--- config.mk ---
export PLATFORM = sky130hd
export DESIGN_NAME = tremolo_with_agc_oscillator_core
export DESIGN_NICKNAME = d
export VERILOG_FILES = /design/src/trem_pkg.sv /design/src/tremolo_with_agc_oscillator_core.sv /design/src/trem_mul.sv /design/src/trem_cfg.sv
export SDC_FILE = /design/constraint.sdc
export NUM_CORES = 2
export LEC_CHECK = 0
export ABC_AREA = 1
export BUFFER_PORTS_ARGS = -buffer_cell sky130_fd_sc_hd__buf_2
export CAP_MARGIN = 20
export CORE_MARGIN = 2
export CORE_UTILIZATION = 61
export DETAILED_ROUTE_END_ITERATION = 10
export HOLD_SLACK_MARGIN = 0.08
export MAX_ROUTING_LAYER = met4
export PLACE_DENSITY = 0.75
export RECOVER_POWER = 25
export SETUP_SLACK_MARGIN = 0.5
export SKIP_LAST_GASP = 1
export SLEW_MARGIN = 20
export SYNTH_ARGS = -nofsm -noshare
export SYNTH_HDL_FRONTEND = slang
export SYNTH_SLANG_ARGS = --single-unit
export TNS_END_PERCENT = 1
--- constraint.sdc ---
create_clock -name i_clk -period 14.46 [get_ports i_clk]
set_clock_uncertainty 0.1 [all_clocks]
set_input_delay 0 -clock i_clk [delete_from_list [all_inputs] [get_ports i_clk]]
set_output_delay 0 -clock i_clk [all_outputs]
set_load 0.05 [all_outputs]
--- src/trem_pkg.sv ---
// ----------------------------------------------------------------------------
// trem_pkg
// shared types, constants and step codes for the tremolo core
// ----------------------------------------------------------------------------
package trem_pkg;

    localparam int LFO_DECIMATION = 10;
    localparam int DEC_W          = $clog2(LFO_DECIMATION + 1);

    localparam int DEPTH_W  = 15;
    localparam int RATE_W   = 14;
    localparam int CFG_W    = 15;
    localparam int SAMPLE_W = 16;

    localparam logic [DEPTH_W-1:0] DEPTH_RESET = 15'd16383;
    localparam logic [RATE_W-1:0]  RATE_LOW    = 14'd1000;
    localparam logic [RATE_W-1:0]  RATE_HIGH   = 14'd10000;
    // k = 2 * 1530 * rate
    localparam logic [11:0]        RATE_SCALE2 = 12'd3060;
    localparam logic [31:0]        K_RESET     = 32'd15300000;

    localparam logic [31:0] ONE_Q31   = 32'h8000_0000;
    localparam logic [31:0] AGC_BIAS  = 32'd1610612736;
    localparam logic [31:0] OSC_START = 32'd1518270939;
    localparam logic [31:0] LFO_NORM  = 32'd23170;
    localparam logic [31:0] RND_HALF  = 32'h0000_8000;

    localparam logic CFG_DEPTH = 1'b0;
    localparam logic CFG_RATE  = 1'b1;

    typedef struct packed {
        logic [DEPTH_W-1:0] depth;
        logic [31:0]        k;
    } t_cfg;

    typedef enum logic [3:0] {
        S_IDLE  = 4'b0001,
        S_ISSUE = 4'b0010,
        S_WRITE = 4'b0100,
        S_DONE  = 4'b1000
    } t_state;

    typedef enum logic [3:0] {
        ST_KK,
        ST_CIP,
        ST_KQ,
        ST_CQ,
        ST_KIP,
        ST_Y1SQ,
        ST_Y2SQ,
        ST_Y1AGC,
        ST_Y2AGC,
        ST_LFO,
        ST_DEPTH,
        ST_OUT
    } t_step;

endpackage

--- src/tremolo_with_agc_oscillator_core.sv ---
// ----------------------------------------------------------------------------
// tremolo_with_agc_oscillator_core
// tremolo: audio word times depth times a gain-controlled quadrature lfo
// ----------------------------------------------------------------------------
// usage:
//   s_axis carries one signed q15 audio word in, m_axis one signed q15 word
//   out per input word. depth and rate_mhz are written through the cfg port
//   (index 0 depth, index 1 rate in millihertz, clamped to 1000..10000);
//   the user writes them only while the core is idle; it is not enforced.
//   every product is formed in one shared 32x32 multiplier, each with an
//   operand select state and then a write back state. a word that advances
//   the lfo takes twelve products; the other nine words of every ten take
//   two products.
//   the lfo advances on the first word after reset and then every tenth.
//   o_s_axis_tready is high only while no word is in work.
//   a finished word sits in the output register; the next input word may be
//   taken meanwhile, and its result waits until the receiver takes the old.
//   reset (synchronous, active low) restores the oscillator start point,
//   clears the held lfo value and restores the register defaults.
// ----------------------------------------------------------------------------
module tremolo_with_agc_oscillator_core (
    input  logic                              i_clk,
    input  logic                              i_rst_n,
    // tdata: sample_in[15:0]
    input  logic [trem_pkg::SAMPLE_W-1:0]     i_s_axis_tdata,
    input  logic                              i_s_axis_tvalid,
    output logic                              o_s_axis_tready,
    // tdata: sample_out[15:0]
    output logic [trem_pkg::SAMPLE_W-1:0]     o_m_axis_tdata,
    output logic                              o_m_axis_tvalid,
    input  logic                              i_m_axis_tready,
    input  logic                              i_cfg_we,
    input  logic                              i_cfg_index,
    input  logic [trem_pkg::CFG_W-1:0]        i_cfg_wdata
);
    import trem_pkg::*;

    t_cfg cfg;

    t_state r_state, n_state;
    t_step  r_step,  n_step;
    logic [DEC_W-1:0] r_dec;

    logic [31:0] r_ip, r_q, r_c, r_t, r_y1, r_y2, r_agc;
    logic [15:0] r_lfo, r_fx, r_x, r_y;
    logic [15:0] r_out_data;
    logic        r_out_valid;

    logic signed [31:0] mul_a, mul_b;
    logic signed [63:0] mul_prod;
    logic [31:0]        q31;
    logic [31:0]        pow_sum;
    logic [32:0]        rnd_sum;
    logic [31:0]        rnd_sat;
    logic               s_accept;
    logic               out_load;

    trem_cfg u_cfg (
        .i_clk       (i_clk),
        .i_rst_n     (i_rst_n),
        .i_cfg_we    (i_cfg_we),
        .i_cfg_index (i_cfg_index),
        .i_cfg_wdata (i_cfg_wdata),
        .o_cfg       (cfg)
    );

    trem_mul u_mul (
        .i_clk  (i_clk),
        .i_a    (mul_a),
        .i_b    (mul_b),
        .o_prod (mul_prod)
    );

    assign o_s_axis_tready = (r_state == S_IDLE);
    assign s_accept        = i_s_axis_tvalid && o_s_axis_tready;
    assign out_load        = (r_state == S_DONE) && (!r_out_valid || i_m_axis_tready);

    assign q31 = mul_prod[62:31];

    // round y1 to its upper half, saturating only on positive overflow
    assign rnd_sum = {r_ip[31], r_ip} + {1'b0, RND_HALF};
    assign rnd_sat = (!rnd_sum[32] && rnd_sum[31]) ? 32'h7FFF_FFFF : rnd_sum[31:0];

    // operand select for the shared multiplier
    always_comb begin
        case (r_step)
            ST_KK:    begin mul_a = cfg.k;  mul_b = cfg.k;  end
            ST_CIP:   begin mul_a = r_c;    mul_b = r_ip;   end
            ST_KQ:    begin mul_a = cfg.k;  mul_b = r_q;    end
            ST_CQ:    begin mul_a = r_c;    mul_b = r_q;    end
            ST_KIP:   begin mul_a = cfg.k;  mul_b = r_ip;   end
            ST_Y1SQ:  begin mul_a = r_y1;   mul_b = r_y1;   end
            ST_Y2SQ:  begin mul_a = r_y2;   mul_b = r_y2;   end
            ST_Y1AGC: begin mul_a = r_y1;   mul_b = r_agc;  end
            ST_Y2AGC: begin mul_a = r_y2;   mul_b = r_agc;  end
            ST_LFO: begin
                mul_a = {{16{rnd_sat[31]}}, rnd_sat[31:16]};
                mul_b = LFO_NORM;
            end
            ST_DEPTH: begin
                mul_a = {17'd0, cfg.depth};
                mul_b = {{16{r_lfo[15]}}, r_lfo};
            end
            ST_OUT: begin
                mul_a = {{16{r_x[15]}}, r_x};
                mul_b = {{16{r_fx[15]}}, r_fx};
            end
            default:  begin mul_a = '0;     mul_b = '0;     end
        endcase
    end

    assign pow_sum = r_t + q31;

    // sequencer
    always_comb begin
        n_state = r_state;
        n_step  = r_step;
        case (r_state)
            S_IDLE: begin
                if (s_accept) begin
                    n_state = S_ISSUE;
                    n_step  = (r_dec >= DEC_W'(LFO_DECIMATION - 1)) ? ST_KK : ST_DEPTH;
                end
            end
            S_ISSUE: n_state = S_WRITE;
            S_WRITE: begin
                if (r_step == ST_OUT) begin
                    n_state = S_DONE;
                end else begin
                    n_state = S_ISSUE;
                    n_step  = t_step'(r_step + 4'd1);
                end
            end
            S_DONE: begin
                if (out_load) begin
                    n_state = S_IDLE;
                end
            end
            default: n_state = S_IDLE;
        endcase
    end

    always_ff @(posedge i_clk) begin
        if (!i_rst_n) begin
            r_state     <= S_IDLE;
            r_step      <= ST_KK;
            r_dec       <= DEC_W'(LFO_DECIMATION);
            r_ip        <= OSC_START;
            r_q         <= '0;
            r_lfo       <= '0;
            r_out_valid <= 1'b0;
        end else begin
            r_state <= n_state;
            r_step  <= n_step;
            if (s_accept) begin
                if (r_dec >= DEC_W'(LFO_DECIMATION - 1)) begin
                    r_dec <= '0;
                end else begin
                    r_dec <= r_dec + 1'b1;
                end
            end
            if (r_state == S_WRITE) begin
                case (r_step)
                    ST_Y1AGC: r_ip  <= {q31[30:0], 1'b0};
                    ST_Y2AGC: r_q   <= {q31[30:0], 1'b0};
                    ST_LFO:   r_lfo <= mul_prod[29:14];
                    default:  r_lfo <= r_lfo;
                endcase
            end
            if (out_load) begin
                r_out_valid <= 1'b1;
            end else if (i_m_axis_tready) begin
                r_out_valid <= 1'b0;
            end
        end
    end

    // datapath work registers
    always_ff @(posedge i_clk) begin
        if (s_accept) begin
            r_x <= i_s_axis_tdata;
        end
        if (r_state == S_WRITE) begin
            case (r_step)
                ST_KK:    r_c   <= ONE_Q31 - {1'b0, q31[31:1]};
                ST_CIP:   r_t   <= q31;
                ST_KQ:    r_y1  <= r_t + q31;
                ST_CQ:    r_t   <= q31;
                ST_KIP:   r_y2  <= r_t - q31;
                ST_Y1SQ:  r_t   <= q31;
                ST_Y2SQ:  r_agc <= AGC_BIAS - {pow_sum[31], pow_sum[31:1]};
                ST_DEPTH: r_fx  <= mul_prod[30:15];
                ST_OUT:   r_y   <= mul_prod[30:15];
                default:  r_t   <= r_t;
            endcase
        end
        if (out_load) begin
            r_out_data <= r_y;
        end
    end

    assign o_m_axis_tdata  = r_out_data;
    assign o_m_axis_tvalid = r_out_valid;

endmodule

--- src/trem_mul.sv ---
// ----------------------------------------------------------------------------
// trem_mul
// shared 32 x 32 signed multiplier with a registered product
// ----------------------------------------------------------------------------
module trem_mul (
    input  logic               i_clk,
    input  logic signed [31:0] i_a,
    input  logic signed [31:0] i_b,
    output logic signed [63:0] o_prod
);

    logic signed [63:0] r_prod;

    always_ff @(posedge i_clk) begin
        r_prod <= i_a * i_b;
    end

    assign o_prod = r_prod;

endmodule

--- src/trem_cfg.sv ---
// ----------------------------------------------------------------------------
// trem_cfg
// configuration registers: depth, and the oscillator coefficient k from rate
// ----------------------------------------------------------------------------
module trem_cfg (
    input  logic                          i_clk,
    input  logic                          i_rst_n,
    input  logic                          i_cfg_we,
    input  logic                          i_cfg_index,
    input  logic [trem_pkg::CFG_W-1:0]    i_cfg_wdata,
    output trem_pkg::t_cfg                o_cfg
);
    import trem_pkg::*;

    logic [DEPTH_W-1:0] r_depth;
    logic [31:0]        r_k;
    logic [RATE_W-1:0]  rate_raw;
    logic [RATE_W-1:0]  rate_sat;
    logic [25:0]        k_prod;

    assign rate_raw = i_cfg_wdata[RATE_W-1:0];

    always_comb begin
        if (rate_raw < RATE_LOW) begin
            rate_sat = RATE_LOW;
        end else if (rate_raw > RATE_HIGH) begin
            rate_sat = RATE_HIGH;
        end else begin
            rate_sat = rate_raw;
        end
    end

    assign k_prod = {12'd0, rate_sat} * {14'd0, RATE_SCALE2};

    always_ff @(posedge i_clk) begin
        if (!i_rst_n) begin
            r_depth <= DEPTH_RESET;
            r_k     <= K_RESET;
        end else if (i_cfg_we) begin
            case (i_cfg_index)
                CFG_DEPTH: r_depth <= i_cfg_wdata[DEPTH_W-1:0];
                CFG_RATE:  r_k     <= {6'd0, k_prod};
                default:   r_depth <= r_depth;
            endcase
        end
    end

    assign o_cfg.depth = r_depth;
    assign o_cfg.k     = r_k;

endmodule

Yosys cells after proc, flatten, opt, wreduce, memory -nomap -nowiden

Index checks and enable logic that the tools add are counted.

Bitwise logic cells: 1
Reductions and logical operators: 31
Multipliers: 2
Order comparisons: 3
Add/sub/neg operators: 7
Muxes and demuxes: 16
Eq/ne operators: 18

Operators with widths:

| cell                   | count |
|---|---|
| $pmux 32 s9            | 1 |
| $pmux 32 s7            | 1 |
| $mul 32x32->63         | 1 |
| $add 32x17->33 const B | 1 |
| $add 32x32->32         | 1 |
| $mux 32                | 1 |
| $sub 31x32->32 const A | 1 |
| $sub 32x31->32 const A | 1 |
| $sub 32x32->32         | 1 |
| $mux 14                | 2 |
| $mux 4                 | 7 |
| $reduce_and 2->1       | 13 |
| $mul 14x10->24 const B | 1 |
| $eq 4x3->1 const B     | 5 |
| $eq 4x4->1 const B     | 5 |
| $pmux 4 s4             | 1 |
| $gt 14x14->1 const B   | 1 |
| $lt 14x10->1 const B   | 1 |
| $eq 4x2->1 const B     | 3 |
| $reduce_or 2->1        | 6 |
| $add 4x1->4 const B    | 2 |
| $eq 4x1->1 const B     | 2 |
| $pmux 4 s2             | 1 |
| $reduce_or 3->1        | 2 |
| other kinds (11)       | 17 |

Flip-flop bits (word level): 418
Word-level logic and storage cells: 97
Output and inout port bits: 18
Input port bits: 37

Depth between registers and ports, before layout

Word-level depth: 6
Mapped depth: 43
Gate-level depth less buffers: 41

Modules after synthesis

From an unflattened synthesis, not the netlist that was laid out.

Cell total of the unflattened synthesis: 7986
Area total of the unflattened synthesis: 64045.2 um^2

Modules (own cells, without submodules):

| module                           | instances | area an instance (um^2) | cells an instance | sequential area each (um^2) |
|---|---|---|---|---|
| trem_mul                         | 1         | 39913.3                 | 5053              | 1281.2 |
| tremolo_with_agc_oscillator_core | 1         | 18778.0                 | 2226              | 8568.2 |
| trem_cfg                         | 1         | 5353.9                  | 707               | 780.7 |

Worst setup path before layout

No wires, ideal clock.

Kind: register to register
Start point: reg r_step[0]
End point: reg u_mul.r_prod[60] (netlist: u_mul.o_prod[60])
Arrival time: 8.327 ns
Required time: 14.248 ns
Path slack: 5.921 ns
Stages on the path, launching flop included: 36
Clock period less this slack: 8.539 ns
Setup time: 0.112 ns
Path buffers: 3
Path through: dfxtp_1 -> ha_1 -> inv_1 -> nor2_2 -> inv_2 -> nand2_1 -> buf_2 -> buf_2 -> nand2_1 -> o21ai_0 -> nor4_2 -> inv_1 -> clkbuf_1 -> nand2_1 -> fa_1 -> inv_1 -> fa_1 -> fa_1 -> fa_1 -> inv_1 -> fa_1 -> inv_1 -> fa_1 -> inv_1 -> fa_1 -> inv_1 -> fa_1 -> ha_1 -> a21oi_1 -> o21ai_0 -> a21oi_1 -> nor2_1 -> a2111oi_0 -> nand2_1 -> nand2_1 -> nand2_1

Word-level cells in the longest chain between the ends: 4
Elaborated cells between the ends (all ways): 22
Those cells by class: mul (1); eq/ne (11); mux (2); reduce/logical (8)

Ends and longest elaborated chain:

| what                                                                | RTL line                                | text |
|---|---|---|
| from (decl)                                                         | tremolo_with_agc_oscillator_core.sv:41  | `t_step r_step, n_step;` |
| from (signal assigned)                                              | tremolo_with_agc_oscillator_core.sv:154 | `r_step <= n_step;` |
| $eq 4x3->1 (tied with other cells)                                  | tremolo_with_agc_oscillator_core.sv:86  | `case (r_step)` |
| $reduce_or 3->1 (no source line) or $reduce_or 2->1 (tied branches) | -                                       |  |
| $pmux 32 s7 or $pmux 32 s9 (tied branches)                          | tremolo_with_agc_oscillator_core.sv:86  |  |
| $mul 32x32->63 (*)                                                  | trem_mul.sv:15                          | `r_prod <= i_a * i_b;` |
| to (signal assigned)                                                | trem_mul.sv:15                          |  |
| to (decl)                                                           | trem_mul.sv:12                          | `logic signed [63:0] r_prod;` |

Mark *: on every way between the ends. The rest lies on a longest branch, timed or not.
A chain may end at the register's enable or synchronous reset.

Worst setup path after layout

Start point: reg r_step[0]
End point: reg u_mul.r_prod[53] (netlist: u_mul.o_prod[53])

The elaborated chain is that of the path after synthesis.

==> impl_metrics.tcl <==
set metrics [dict create \
    cap_violations 1 \
    port_buffers 54 \
    drive_gt1_share_pct 4.54 \
    crit_type "reg2reg" \
    worst_slew_pin_slew_ns 2.02 \
    preCtsSetupSlack_ns 3.26 \
    syn-num-nets 8434 \
    core_area_sq_um 96700 \
    syn_area_sq_um 59600 \
    syn_area_per_cell_sq_um 8.60 \
    slowest_stage "a2111oi_1" \
    synth_cell_type_count 69 \
    max_freq_mhz 88.6 \
    cp-end-kind "flip-flop" \
    failed_checks "max-capacitance violations, max-slew violations" \
    ctsResizeCount 0 \
    slew-limit-headroom_pct -34.9 \
    ys_seq_area_share_pct 17.3 \
    dieHeight_um 317 \
    fin_crit_ns 11.29 \
    vias_per_cell 5.97 \
    antenna_found_initial 4 \
    synth-edff-count 224 \
    setup_ws_ns 3.17 \
    worst_hold_slack_ns 0.231 \
    synth_cells 6931 \
    io_pins 55 \
    cts_sinks 404 \
    grt_use_total_pct 44.2 \
    finalCritPeriodShare_pct 78.1 \
    syn_to_final_growth_pct 6.49 \
    arrival_ns 11.69 \
    die_area_sq_um 100000 \
    final_common_cell "inv_1" \
    wl_per_cell_um 25.4 \
    num-fill-cells 8146 \
    hold_viol_final 0 \
    setup_violations 0 \
    cts_buffer_depth 3 \
    die_w_um 317 \
    clock_latency_ns 0.59 \
    vias 49341 \
    slew_viol_final 48 \
    async_flop_share_pct 0 \
    crit_fanout 27 \
    grt-ovfl-total 0 \
    place_hpwl_um 168000 \
    clkTransAtPathRegs_ns 0.07 \
    ys_ff_latch 404 \
    rsz0062_at_grt "no" \
    gp_congestion 1.04 \
    synth_top_flop_cell "edfxtp_1" \
    fp-row-count 114 \
    drt_iter0_markers 5982 \
    cts_root_buf "clkbuf_16" \
    start_util_pct 61.6 \
    grt_max_degree 66 \
    cp_data_required_time_ns 14.86 \
    start_kind "flip-flop" \
    critPathMaxStageDelay_ns 0.86 \
    cts-htree-levels 2 \
    fin_nets 8460 \
    final_cell_mix "1578 x inv_1, 1247 x nand2_1, 1142 x fa_1" \
    setup_tns_ns 0 \
    status "finished with violations" \
    first_global_vias 50021 \
    drcViolationCount 0 \
    drt_first_pass_iters 7 \
    ant_nets 0 \
    grt_pass1_wl_um 314000 \
    routed_wl_um 210000 \
    crit_top_cell "inv_1" \
    cts_buffers 40 \
    cts_tree "done" \
    yosysWarningCount 0 \
    hold_path_class "in2reg" \
]
-- layout make-up --
class / count / area, sq um / share of cell area [%]
clock inverter: 24 / 318 / 0.501
antenna: 1 / 2.50 / 0.00394
inverter: 1623 / 6090 / 9.60
tap: 1276 / 1600 / 2.52
sequential: 404 / 10300 / 16.3
multi-input combinational: 4659 / 42300 / 66.6
clock buffer: 50 / 1090 / 1.72
timing repair buffer: 229 / 1750 / 2.76
-- kinds of logic after synthesis --
| logic type | Yosys count | synth area share (%) |
|---|---|---|
| AO/OA/AOI/OAI | 774 | 7.54 |
| adder cells (fa/ha/maj) | 1466 | 45.2 |
| XOR/XNOR | 178 | 2.62 |
| AND/OR/NAND/NOR | 2241 | 15.4 |
| buffers and inverters | 1868 | 11.9 |
| flip-flops | 404 | 17.3 |
-- per-layer routing --
metal  part of all wire, %  global-route usage, %  vias to the layer above
li1                      -                      -                    20962
met1                    39                   59.7                    24499
met2                    43                   63.3                     3256
met3                    13                   11.9                      624
met4                   5.5                   18.2                        0
met5                     0                      -                        -
-- final timing paths --
| check | startpoint | end | slack, ns | cells past startpoint |
|---|---|---|---|---|
| setup / recovery | r_step[0] | u_mul.o_prod[53] | 3.17 | 36 |
| hold / removal | i_m_axis_tready | o_m_axis_tvalid | 0.23 | 5 |
| setup reg to reg | r_step[0] | u_mul.o_prod[53] | 3.17 | 36 |
| hold reg to reg | r_y[11] | o_m_axis_tdata[11] | 0.32 | 0 |
-- per-stage QoR --
stage / util [%] / instance area [sq um] / instances
finish: 65.6 / 63500 / 8266
global route: 65.6 / 63500 / 8266
CTS: 65.7 / 63500 / 8264
detailed placement: 63.5 / 61400 / 8117
global placement: 63.4 / 61300 / 8116
floorplan: - / 59600 / 6931
-- Yosys cell counts (all sizes together) (32+ instances only) --
| cell | instances | area share, % |
|---|---|---|
| o211ai | 48 | 0.60 |
| fa | 1142 | 38 |
| nand2 | 1268 | 8.1 |
| nand3 | 112 | 1.0 |
| ha | 324 | 6.8 |
| nor3 | 55 | 0.55 |
| nor2 | 710 | 4.6 |
| a21oi | 314 | 2.7 |
| a221oi | 32 | 0.47 |
| dfxtp | 180 | 6.0 |
| buf | 82 | 0.68 |
| inv | 1604 | 10 |
| edfxtp | 224 | 11 |
| clkbuf | 163 | 1.0 |
| nor4 | 38 | 0.56 |
| xor2 | 149 | 2.2 |
| o21ai | 246 | 2.1 |
-- repair_timing --
action / 4_1_cts / 5_1_grt
hold buffers: 73 / 0
setup buffers: 0 / 0
hold endpoints to repair: 97 / 0
-- worst max-delay path: cells and delay by family (launching register included) --
| kind | cells | cell delay (ns) |
|---|---|---|
| flip-flops | 1 | 0.38 |
| adder cells (fa/ha/maj) | 10 | 4.71 |
| buffers and inverters | 11 | 1.83 |
| AND/OR/NAND/NOR | 11 | 2.48 |
| XOR/XNOR | 1 | 0.14 |
| AO/OA/AOI/OAI | 3 | 1.55 |
-- sequential cells by signal, indices dropped and copies added (netlist names), 24 cells and up --
name          flops
r_ip             32
u_mul.o_prod     49
r_agc            32
r_c              32
r_y1             32
r_t              32
r_q              31
u_cfg.r_k        24
r_y2             32
Power is left out: the tool's default activity adds up to more than one toggle a clock period on the data nets, which glitch-free logic cannot reach.
